## src/sv/poae_pkg.sv

```systemverilog
`default_nettype none

package poae_pkg;

	// Word and field geometry.
	localparam int WORD_BITS = 16;
	localparam int FIELD_MAX = 16;

	// Instruction word layout: count at the top, then the opcodes, then the width.
	localparam int CNT_SHIFT = 29;
	localparam int HDR_SKIP  = 3;
	localparam int OP_BITS   = 2;
	localparam int WID_SHIFT = 28;
	localparam int OP_TOP    = 31 - HDR_SKIP;
	localparam int WID_BASE  = WID_SHIFT - HDR_SKIP;

	// Depth of the operand queue between the front and the back.
	localparam int QUEUE_DEPTH = 2;

	typedef enum logic [1:0] {
		OP_ADD = 2'd0,
		OP_SUB = 2'd1,
		OP_MUL = 2'd2,
		OP_DIV = 2'd3
	} op_t;

	typedef enum logic [1:0] {
		EX_IDLE,
		EX_DIV,
		EX_EMIT
	} ex_state_t;

	// One command transfer.
	typedef struct packed {
		logic        func;
		logic [31:0] instruction;
		logic [15:0] data_word;
	} poae_in_t;

	// One result transfer.
	typedef struct packed {
		logic signed [31:0] result;
		logic               div_by_zero;
	} poae_out_t;

	// One finished operand, queued for the back end.
	typedef struct packed {
		logic [FIELD_MAX-1:0] operand;
		op_t                  opcode;
		logic                 first;
		logic                 last;
	} poae_entry_t;

endpackage

`default_nettype wire

```

## src/sv/poae_queue.sv

```systemverilog
`default_nettype none

module poae_queue
	import poae_pkg::*;
(
	input  wire logic        clk,
	input  wire logic        arst_n,
	input  wire logic        push,
	input  wire poae_entry_t push_entry,
	output logic             full,
	input  wire logic        pop,
	output poae_entry_t      pop_entry,
	output logic             not_empty
);

	localparam int PTR_W = $clog2(QUEUE_DEPTH);
	localparam int CNT_W = $clog2(QUEUE_DEPTH + 1);

	poae_entry_t        entries_q [QUEUE_DEPTH];
	logic [PTR_W-1:0]   wr_ptr_q;
	logic [PTR_W-1:0]   rd_ptr_q;
	logic [CNT_W-1:0]   count_q;

	assign full      = (count_q == CNT_W'(QUEUE_DEPTH));
	assign not_empty = (count_q != '0);
	assign pop_entry = entries_q[rd_ptr_q];

	// Entry storage is written at the write pointer only.
	always_ff @(posedge clk) begin
		if (push) begin
			entries_q[wr_ptr_q] <= push_entry;
		end
	end

	// Pointers and fill count.
	always_ff @(posedge clk or negedge arst_n) begin
		if (!arst_n) begin
			wr_ptr_q <= '0;
			rd_ptr_q <= '0;
			count_q  <= '0;
		end else begin
			if (push) begin
				wr_ptr_q <= (wr_ptr_q == PTR_W'(QUEUE_DEPTH - 1)) ? '0 : wr_ptr_q + 1'b1;
			end
			if (pop) begin
				rd_ptr_q <= (rd_ptr_q == PTR_W'(QUEUE_DEPTH - 1)) ? '0 : rd_ptr_q + 1'b1;
			end
			case ({push, pop})
				2'b10:   count_q <= count_q + 1'b1;
				2'b01:   count_q <= count_q - 1'b1;
				default: count_q <= count_q;
			endcase
		end
	end

	a_no_push_full: assert property (@(posedge clk) disable iff (!arst_n) push |-> !full)
		else $error("operand queue overflow");
	a_no_pop_empty: assert property (@(posedge clk) disable iff (!arst_n) pop |-> not_empty)
		else $error("operand queue underflow");
	a_count_range: assert property (@(posedge clk) disable iff (!arst_n)
		count_q <= CNT_W'(QUEUE_DEPTH))
		else $error("operand queue count out of range");

endmodule

`default_nettype wire

```

## src/sv/poae_front.sv

```systemverilog
`default_nettype none

module poae_front
	import poae_pkg::*;
#(
	parameter int MAX_OPS = 8
) (
	input  wire logic     clk,
	input  wire logic     arst_n,
	input  wire logic     cmd_valid,
	output logic          cmd_stall,
	input  wire poae_in_t cmd,
	output logic          push,
	output poae_entry_t   push_entry,
	input  wire logic     full
);

	localparam int CNT_W = $clog2(MAX_OPS + 1);

	// Evaluation setup taken from the instruction word.
	op_t              ops_q [MAX_OPS];
	logic [CNT_W-1:0] total_q;
	logic [4:0]       width_q;

	// Operand assembly state.
	logic                 busy_q;
	logic [FIELD_MAX-1:0] bits_q;
	logic [4:0]           fill_q;
	logic [CNT_W-1:0]     idx_q;
	logic [WORD_BITS-1:0] word_q;
	logic [4:0]           rem_q;

	logic                 accept;
	logic [3:0]           n_dec;
	logic [4:0]           wid_sh;
	logic [3:0]           wid_field;
	logic [4:0]           need;
	logic [4:0]           take_n;
	logic [31:0]          take;
	logic [FIELD_MAX-1:0] bits_new;
	logic [WORD_BITS-1:0] word_new;
	logic                 complete;
	logic                 last_op;
	logic                 advance;

	// A data word is worked off before the next transfer is taken.
	assign cmd_stall = (rem_q != '0);
	assign accept    = cmd_valid && !cmd_stall;

	// Instruction decode: operand count and the position of the width field.
	assign n_dec     = {1'b0, cmd.instruction[31:CNT_SHIFT]} + 4'd1;
	assign wid_sh    = 5'(WID_BASE) - {n_dec, 1'b0};
	assign wid_field = 4'(cmd.instruction >> wid_sh);

	// Take as many bits as finish the operand or empty the word, whichever is fewer.
	assign need     = width_q - fill_q;
	assign take_n   = (rem_q < need) ? rem_q : need;
	assign take     = {16'd0, word_q} >> (5'(WORD_BITS) - take_n);
	assign bits_new = FIELD_MAX'(({16'd0, bits_q} << take_n) | take);
	assign word_new = WORD_BITS'({16'd0, word_q} << take_n);
	assign complete = ((fill_q + take_n) == width_q);
	assign last_op  = complete && (idx_q == total_q);
	assign advance  = busy_q && (rem_q != '0) && !(complete && full);

	assign push             = advance && complete;
	assign push_entry.operand = bits_new;
	assign push_entry.opcode  = ops_q[0];
	assign push_entry.first   = (idx_q == '0);
	assign push_entry.last    = last_op;

	// Opcode list: loaded from the instruction, shifted as operands consume it.
	always_ff @(posedge clk) begin
		if (accept && !cmd.func) begin
			for (int k = 0; k < MAX_OPS; k++) begin
				ops_q[k] <= op_t'(cmd.instruction[(OP_TOP - OP_BITS * k) -: OP_BITS]);
			end
			total_q <= (32'(n_dec) > MAX_OPS) ? CNT_W'(MAX_OPS) : CNT_W'(n_dec);
			width_q <= {1'b0, wid_field} + 5'd1;
		end else if (push && (idx_q != '0)) begin
			for (int k = 0; k < MAX_OPS - 1; k++) begin
				ops_q[k] <= ops_q[k + 1];
			end
		end
	end

	// Data word and partial operand payload.
	always_ff @(posedge clk) begin
		if (accept && cmd.func && busy_q) begin
			word_q <= cmd.data_word;
		end else if (advance) begin
			word_q <= word_new;
		end
		if (accept && !cmd.func) begin
			bits_q <= '0;
		end else if (advance) begin
			bits_q <= complete ? '0 : bits_new;
		end
	end

	// Assembly control.
	always_ff @(posedge clk or negedge arst_n) begin
		if (!arst_n) begin
			busy_q <= 1'b0;
			fill_q <= '0;
			idx_q  <= '0;
			rem_q  <= '0;
		end else if (accept) begin
			if (!cmd.func) begin
				busy_q <= 1'b1;
				fill_q <= '0;
				idx_q  <= '0;
			end else if (busy_q) begin
				rem_q <= 5'(WORD_BITS);
			end
		end else if (advance) begin
			if (complete) begin
				fill_q <= '0;
				idx_q  <= idx_q + 1'b1;
			end else begin
				fill_q <= fill_q + take_n;
			end
			if (last_op) begin
				busy_q <= 1'b0;
				rem_q  <= '0;
			end else begin
				rem_q <= rem_q - take_n;
			end
		end
	end

	a_rem_needs_busy: assert property (@(posedge clk) disable iff (!arst_n)
		(rem_q != '0) |-> busy_q)
		else $error("data bits pending while no evaluation is open");
	a_idx_bound: assert property (@(posedge clk) disable iff (!arst_n)
		busy_q |-> (idx_q <= total_q))
		else $error("operand index beyond operand count");
	a_last_ends: assert property (@(posedge clk) disable iff (!arst_n)
		(push && push_entry.last) |=> (!busy_q && (rem_q == '0)))
		else $error("evaluation still open after its last operand");

endmodule

`default_nettype wire

```

## src/sv/poae_exec.sv

```systemverilog
`default_nettype none

module poae_exec
	import poae_pkg::*;
(
	input  wire logic        clk,
	input  wire logic        arst_n,
	input  wire logic        q_valid,
	input  wire poae_entry_t q_entry,
	output logic             q_pop,
	output logic             res_valid,
	input  wire logic        res_stall,
	output poae_out_t        res
);

	ex_state_t state_q;
	ex_state_t state_d;

	logic [31:0] acc_q;
	logic        err_q;
	logic        last_q;
	logic        neg_q;
	logic [15:0] divisor_q;
	logic [31:0] dq_q;
	logic [15:0] part_q;
	logic [4:0]  cnt_q;
	logic        res_valid_q;
	poae_out_t   res_q;

	logic        out_free;
	logic        load_out;
	logic        div_start;
	logic [16:0] trial;
	logic        ge;
	logic [16:0] diff;
	logic [31:0] quot;

	assign out_free  = !res_valid_q || !res_stall;
	assign div_start = (q_entry.opcode == OP_DIV) && !q_entry.first
		&& (q_entry.operand != '0);

	// Restoring divider step: one quotient bit per cycle.
	assign trial = {part_q, dq_q[31]};
	assign ge    = (trial >= {1'b0, divisor_q});
	assign diff  = trial - {1'b0, divisor_q};
	assign quot  = {dq_q[30:0], ge};

	// Sequencer: next state and handshake outputs.
	always_comb begin
		state_d  = state_q;
		q_pop    = 1'b0;
		load_out = 1'b0;
		case (state_q)
			EX_IDLE: begin
				if (q_valid) begin
					q_pop = 1'b1;
					if (div_start) begin
						state_d = EX_DIV;
					end else if (q_entry.last) begin
						state_d = EX_EMIT;
					end
				end
			end
			EX_DIV: begin
				if (cnt_q == '0) begin
					state_d = last_q ? EX_EMIT : EX_IDLE;
				end
			end
			EX_EMIT: begin
				if (out_free) begin
					load_out = 1'b1;
					state_d  = EX_IDLE;
				end
			end
			default: begin
				state_d = EX_IDLE;
			end
		endcase
	end

	always_ff @(posedge clk or negedge arst_n) begin
		if (!arst_n) begin
			state_q <= EX_IDLE;
		end else begin
			state_q <= state_d;
		end
	end

	// Accumulator, flag and divider datapath.
	always_ff @(posedge clk) begin
		if (q_pop) begin
			last_q <= q_entry.last;
			if (q_entry.first) begin
				acc_q <= 32'(q_entry.operand);
				err_q <= 1'b0;
			end else begin
				case (q_entry.opcode)
					OP_ADD: acc_q <= acc_q + 32'(q_entry.operand);
					OP_SUB: acc_q <= acc_q - 32'(q_entry.operand);
					OP_MUL: acc_q <= 32'(acc_q * 32'(q_entry.operand));
					default: begin
						if (q_entry.operand == '0) begin
							err_q <= 1'b1;
						end else begin
							neg_q     <= acc_q[31];
							dq_q      <= acc_q[31] ? (32'd0 - acc_q) : acc_q;
							part_q    <= '0;
							divisor_q <= q_entry.operand;
							cnt_q     <= 5'd31;
						end
					end
				endcase
			end
		end else if (state_q == EX_DIV) begin
			part_q <= ge ? diff[15:0] : trial[15:0];
			dq_q   <= quot;
			cnt_q  <= cnt_q - 1'b1;
			if (cnt_q == '0) begin
				acc_q <= neg_q ? (32'd0 - quot) : quot;
			end
		end
	end

	// Output register: holds a result until the receiver takes it.
	always_ff @(posedge clk) begin
		if (load_out) begin
			res_q.result      <= acc_q;
			res_q.div_by_zero <= err_q;
		end
	end

	always_ff @(posedge clk or negedge arst_n) begin
		if (!arst_n) begin
			res_valid_q <= 1'b0;
		end else if (load_out) begin
			res_valid_q <= 1'b1;
		end else if (!res_stall) begin
			res_valid_q <= 1'b0;
		end
	end

	assign res_valid = res_valid_q;
	assign res       = res_q;

	a_pop_idle: assert property (@(posedge clk) disable iff (!arst_n)
		q_pop |-> ((state_q == EX_IDLE) && q_valid))
		else $error("operand taken while the unit was occupied");
	a_div_nonzero: assert property (@(posedge clk) disable iff (!arst_n)
		(state_q == EX_DIV) |-> (divisor_q != '0))
		else $error("divider running on a zero divisor");
	a_res_from_emit: assert property (@(posedge clk) disable iff (!arst_n)
		$rose(res_valid_q) |-> ($past(state_q) == EX_EMIT))
		else $error("result presented outside the emit step");
	a_load_free: assert property (@(posedge clk) disable iff (!arst_n)
		load_out |-> out_free)
		else $error("result register overwritten while held");

endmodule

`default_nettype wire

```

## src/sv/packed_operand_alu_evaluator.sv

```systemverilog
// Packed-operand evaluator.
// Command channel (cmd_valid, cmd_stall, cmd): func = 0 carries an instruction
// word that opens a new evaluation and drops any unfinished one; func = 1 carries
// a 16-bit data word of packed operands, ignored while no evaluation is open.
// Result channel (res_valid, res_stall, res): one transfer per evaluation, with
// the signed 32-bit accumulator and the divide-by-zero flag.
// After a data word's transfer, cmd_stall stays high while the front cuts the
// word into pieces, where a piece ends at an operand boundary or the end of the
// word: 1 to 16 pieces, 16 only for one-bit operands. The back end folds an add,
// subtract or multiply into the accumulator as it pops the operand, and runs the
// one-bit-per-cycle restoring divider for a division by a nonzero operand; a
// two-entry operand queue lets the front run ahead of it. With the back end free,
// the result goes through the emit state and the result register before
// res_valid rises, after the last operand or after the divider's last step.
// At reset no evaluation is open and the result register is empty. While
// res_stall is high the result holds; the back end then waits with the next
// result, the queue fills, and cmd_stall stays high once the front needs a slot.
`default_nettype none

module packed_operand_alu_evaluator
	import poae_pkg::*;
#(
	parameter int MAX_OPS = 8
) (
	input  wire logic     clk,
	input  wire logic     arst_n,
	input  wire logic     cmd_valid,
	output logic          cmd_stall,
	input  wire poae_in_t cmd,
	output logic          res_valid,
	input  wire logic     res_stall,
	output poae_out_t     res
);

	logic        push;
	poae_entry_t push_entry;
	logic        full;
	logic        pop;
	poae_entry_t pop_entry;
	logic        not_empty;

	// Front end: decodes instructions and cuts data words into operands.
	poae_front #(
		.MAX_OPS(MAX_OPS)
	) u_front (
		.clk       (clk),
		.arst_n    (arst_n),
		.cmd_valid (cmd_valid),
		.cmd_stall (cmd_stall),
		.cmd       (cmd),
		.push      (push),
		.push_entry(push_entry),
		.full      (full)
	);

	// Operand queue between the two ends.
	poae_queue u_queue (
		.clk       (clk),
		.arst_n    (arst_n),
		.push      (push),
		.push_entry(push_entry),
		.full      (full),
		.pop       (pop),
		.pop_entry (pop_entry),
		.not_empty (not_empty)
	);

	// Back end: folds operands into the accumulator and emits the result.
	poae_exec u_exec (
		.clk      (clk),
		.arst_n   (arst_n),
		.q_valid  (not_empty),
		.q_entry  (pop_entry),
		.q_pop    (pop),
		.res_valid(res_valid),
		.res_stall(res_stall),
		.res      (res)
	);

endmodule

`default_nettype wire
```

## config.mk

```make
export PLATFORM = sky130hd
export DESIGN_NAME = packed_operand_alu_evaluator
export DESIGN_NICKNAME = d
export VERILOG_FILES = /design/src/sv/poae_pkg.sv /design/src/sv/poae_queue.sv /design/src/sv/poae_front.sv /design/src/sv/poae_exec.sv /design/src/sv/packed_operand_alu_evaluator.sv
export SDC_FILE = /design/constraint.sdc
export NUM_CORES = 2
export LEC_CHECK = 0
export BUFFER_PORTS_ARGS = -buffer_cell sky130_fd_sc_hd__buf_2
export CAP_MARGIN = 25
export CORE_MARGIN = 2
export CORE_UTILIZATION = 55
export DETAILED_ROUTE_END_ITERATION = 10
export HOLD_SLACK_MARGIN = 0.08
export PLACE_DENSITY = 0.86
export SLEW_MARGIN = 20
export SYNTH_ARGS = -nofsm -noshare
export SYNTH_HDL_FRONTEND = slang
export SYNTH_SLANG_ARGS = --single-unit
```

## constraint.sdc

```tcl
create_clock -name clk -period 8.1 [get_ports clk]
set_input_delay 1.215 -clock clk [delete_from_list [all_inputs] [get_ports clk]]
set_output_delay 1.215 -clock clk [all_outputs]
set_load 0.02 [all_outputs]
```

==> qor.txt <==
Most used standard cell by instance count after synthesis: nand2_1
Post-Syn Area: 28,600 um^2
Placed insts: 3,722
Minimum clock period: 7.76 ns
Initial antenna violation count: 0
Finished Layout Cells: 3,780
Flops & latches, synth: 256
WP data arrival: 8.12 ns
Clk_lat worst skew: 0.61 ns
Die Span X: 232 um
Clock network fraction of total power: 0.487
Yosys top cell area share: 0.229
Worst Skew: 0.0134 ns
Mean Syn Cell Area: 9.41 um^2
H-tree level count: 1
Worst path most repeated cell: fa_1
P&R area growth vs syn: 7.97%
Top FF cell, synth: edfxtp_1
WHS: 0.444 ns
Fin worst setup slack: 0.342 ns
CP Launch Type: register
Pwr dens: 93.3 nW/um^2
Hold Vio Cnt, Final: 0
Longest Clk Path Bufs: 3
Clock Sinks: 256
Dpl hpwl: 56,300 um
Asr flop ratio synth: 0.0859
Required time of the critical path: 8.46 ns
Cell taking the most area after synthesis: edfxtp_1
Number of flops mapped to enable cells by yosys: 218
Initial core utilization: 0.557
Slew HR: 0.332
Commonest cells post-synth: 436 x nand2_1, 435 x inv_1, 309 x fa_1
Vias in the first global route: 23,200
Sequential share of power: 0.490
NetSw: 660 uW
Antenna Cells: 0
R2r endpoint: u_exec.acc_q[30]$_DFFE_PP_
TritonCTS buffer count: 31
Pre-antenna DRT Iters: 6
Hold EP: u_exec.res[0]$_DFFE_PP_
Die span in y: 232 um
Fin crit share: 0.958
Routed len/inst: 19.9 um
Total power: 2890 uW
CP max-delay cell: fa_1
Post-synthesis sequential area ratio: 0.259
Vias per cell: 6.02
Hold path depth: 0
Die area: 53,900 um^2
Drt first-iter violations: 2,271
Clk pin slew, worst setup/hold paths: 0.06 ns
Gate power share: 0.023
CP endpoint kind: register
CP max stage delay: 0.52 ns
IO Pins: 88
Hold Crit Class: register to register
Row count: 83
# setup viols final: 0
CTS tree: done
Max Cap Viol: 0
Syn_nets: 3,549
First-pass GRT wire length: 122,000 um
Synth unique cells: 78
Clk root buf: clkbuf_16
GRT Residual Overflow: 0
Max frequency: 129 MHz
Total Wirelength: 75,200 um
Pre-CTS setup slack: 0.337 ns
Synth warn: 0
Worst Path Max Fanout: 17
RSZ-0062 raised after global routing: false
Status: finished clean
Setup CP Type: register to register
Worst R2R Path Depth: 26
Drc violations: 0
IO Port Bufs: 86
R2R Setup Slk: 0.34 ns
Max Slew Vio Count: 0
Post-CTS Repair Setup Buffers: 0
Measured slew at the worst slew-check pin: 0.999 ns
Hold Path Origin: u_exec.err_q$_SDFFCE_PP0P_
Layout cell share with drive strength beyond 1: 0.0971
Sw Ratio: 0.229
Top cells by area, synth: edfxtp_1 23%, fa_1 22%, ha_1 6.3%
Worst reg2reg startpoint: u_queue.rd_ptr_q$_DFFE_PN0P_
Synth Instances: 3,043
P_int: 2220 uW
Global placer's final weighted congestion: 0.951
GRT Util Overall: 0.286
Nets: 3,581
Pin count of the biggest net entering global routing: 89
Total core area: 51,400 um^2
Final ANT Viol Nets: 0
Leak: 0.0136 uW
Vias: 22,800
Sum Neg Setup Slack: 0 ns
VDD IR-drop max: 162 uV
## layout by cell type, fill, tap and decap left out, types with 22 or more instances in the layout
cell type	count
mux2i_1	81
ha_1	144
edfxtp_1	218
xor2_1	95
mux2_2	28
nand2b_1	30
nor3_1	24
a21oi_1	119
clkbuf_16	31
fa_1	309
dfrtp_1	22
and2_1	139
buf_2	86
nand3_1	50
a21o_1	36
o31ai_1	23
o211ai_1	26
nor2_1	105
nand2_1	435
o21ai_0	135
buf_4	78
xnor2_1	106
mux4_2	25
inv_1	434
## power by group through the flow
stage / Sequential [uW] / Clock, uW / Combinational (uW)
2_1_floorplan: 1440 / 0 / 41.1
3_3_place_gp: 1440 / 0 / 64.7
3_5_place_dp: 1440 / 0 / 66.2
4_1_cts: 1410 / 1410 / 66.9
5_1_grt: 1410 / 1470 / 73.7
6_report: 1410 / 1400 / 67.1
## repair_timing
action | 4_1_cts | 5_1_grt
resized for setup | 0 | 3
hold buffers | 0 | 0
setup endpoints to repair | 0 | 1
## per-stage QoR
step | utilization | cell area (um^2)
after floorplan | - | 28600
after global placement | 0.582 | 29900
after detailed placement | 0.582 | 29900
after CTS | 0.601 | 30900
after global routing | 0.601 | 30900
final | 0.601 | 30900
## critical path: cells and delay by family, from the launching register on
family / cells / cell delay, ns
flops: 1 / 0.47
xor+xnor: 1 / 0.08
simple gates: 4 / 0.98
compound gates: 6 / 1.47
buf+inv: 7 / 0.74
mux: 1 / 0.42
fa+ha+maj: 7 / 3.33
## cell type report
| type | instances | area [um^2] |
|---|---|---|
| tap | 680 | 851 |
| clock inverter | 25 | 223 |
| inverter | 441 | 1660 |
| timing repair buffer | 165 | 1040 |
| fill | 4095 | 20500 |
| multi-input combinational | 2180 | 18900 |
| sequential | 256 | 7420 |
| clock buffer | 33 | 783 |
## cell families (layout without fill, tap and decap cells)
group / after synthesis / in the layout / synth area share
adders and majority gates: 453 / 453 / 0.279
and+or+nand+nor: 874 / 874 / 0.142
muxes: 138 / 138 / 0.0607
AOI/OAI and AO/OA: 514 / 514 / 0.117
xor gates and xnor gates: 201 / 201 / 0.0615
buffers and inverters: 607 / 664 / 0.0805
DFF: 256 / 256 / 0.259
## flip-flops by register name, indices dropped and copies added (netlist names), 4 cells and up
signal	count
u_queue.entries_q	40
u_front.rem_q	5
u_exec.res	33
u_front.ops_q	16
u_front.bits_q	16
u_exec.acc_q	32
u_front.word_q	16
u_exec.dq_q	32
u_exec.divisor_q	16
u_exec.cnt_q	5
u_exec.part_q	16
u_front.width_q	5
u_front.total_q	4
u_front.idx_q	4
u_front.fill_q	5
## per-layer routing
| layer | vias up | wire (um) | global-route usage |
|---|---|---|---|
| li1 | 10200 | - | - |
| met2 | 1205 | 35700 | 0.472 |
| met4 | 0 | 2610 | 0.100 |
| met5 | - | 0 | 0 |
| met3 | 226 | 8310 | 0.0603 |
| met1 | 11200 | 28500 | 0.374 |
## worst max path at each step
stage | start | slack (ns) | cells after the start | endpoint
global route | u_queue.rd_ptr_q$_DFFE_PN0P_ | 0.09 | 24 | u_exec.acc_q[30]$_DFFE_PP_
floorplan | u_queue.rd_ptr_q$_DFFE_PN0P_ | 0.56 | 27 | u_exec.acc_q[30]$_DFFE_PP_
CTS | u_queue.rd_ptr_q$_DFFE_PN0P_ | 0.28 | 26 | u_exec.acc_q[30]$_DFFE_PP_
global placement | u_queue.rd_ptr_q$_DFFE_PN0P_ | 0.49 | 26 | u_exec.acc_q[30]$_DFFE_PP_
finish | u_queue.rd_ptr_q$_DFFE_PN0P_ | 0.34 | 26 | u_exec.acc_q[30]$_DFFE_PP_
detailed placement | u_queue.rd_ptr_q$_DFFE_PN0P_ | 0.34 | 26 | u_exec.acc_q[30]$_DFFE_PP_
No activity file was read; power rests on OpenSTA's default activity.
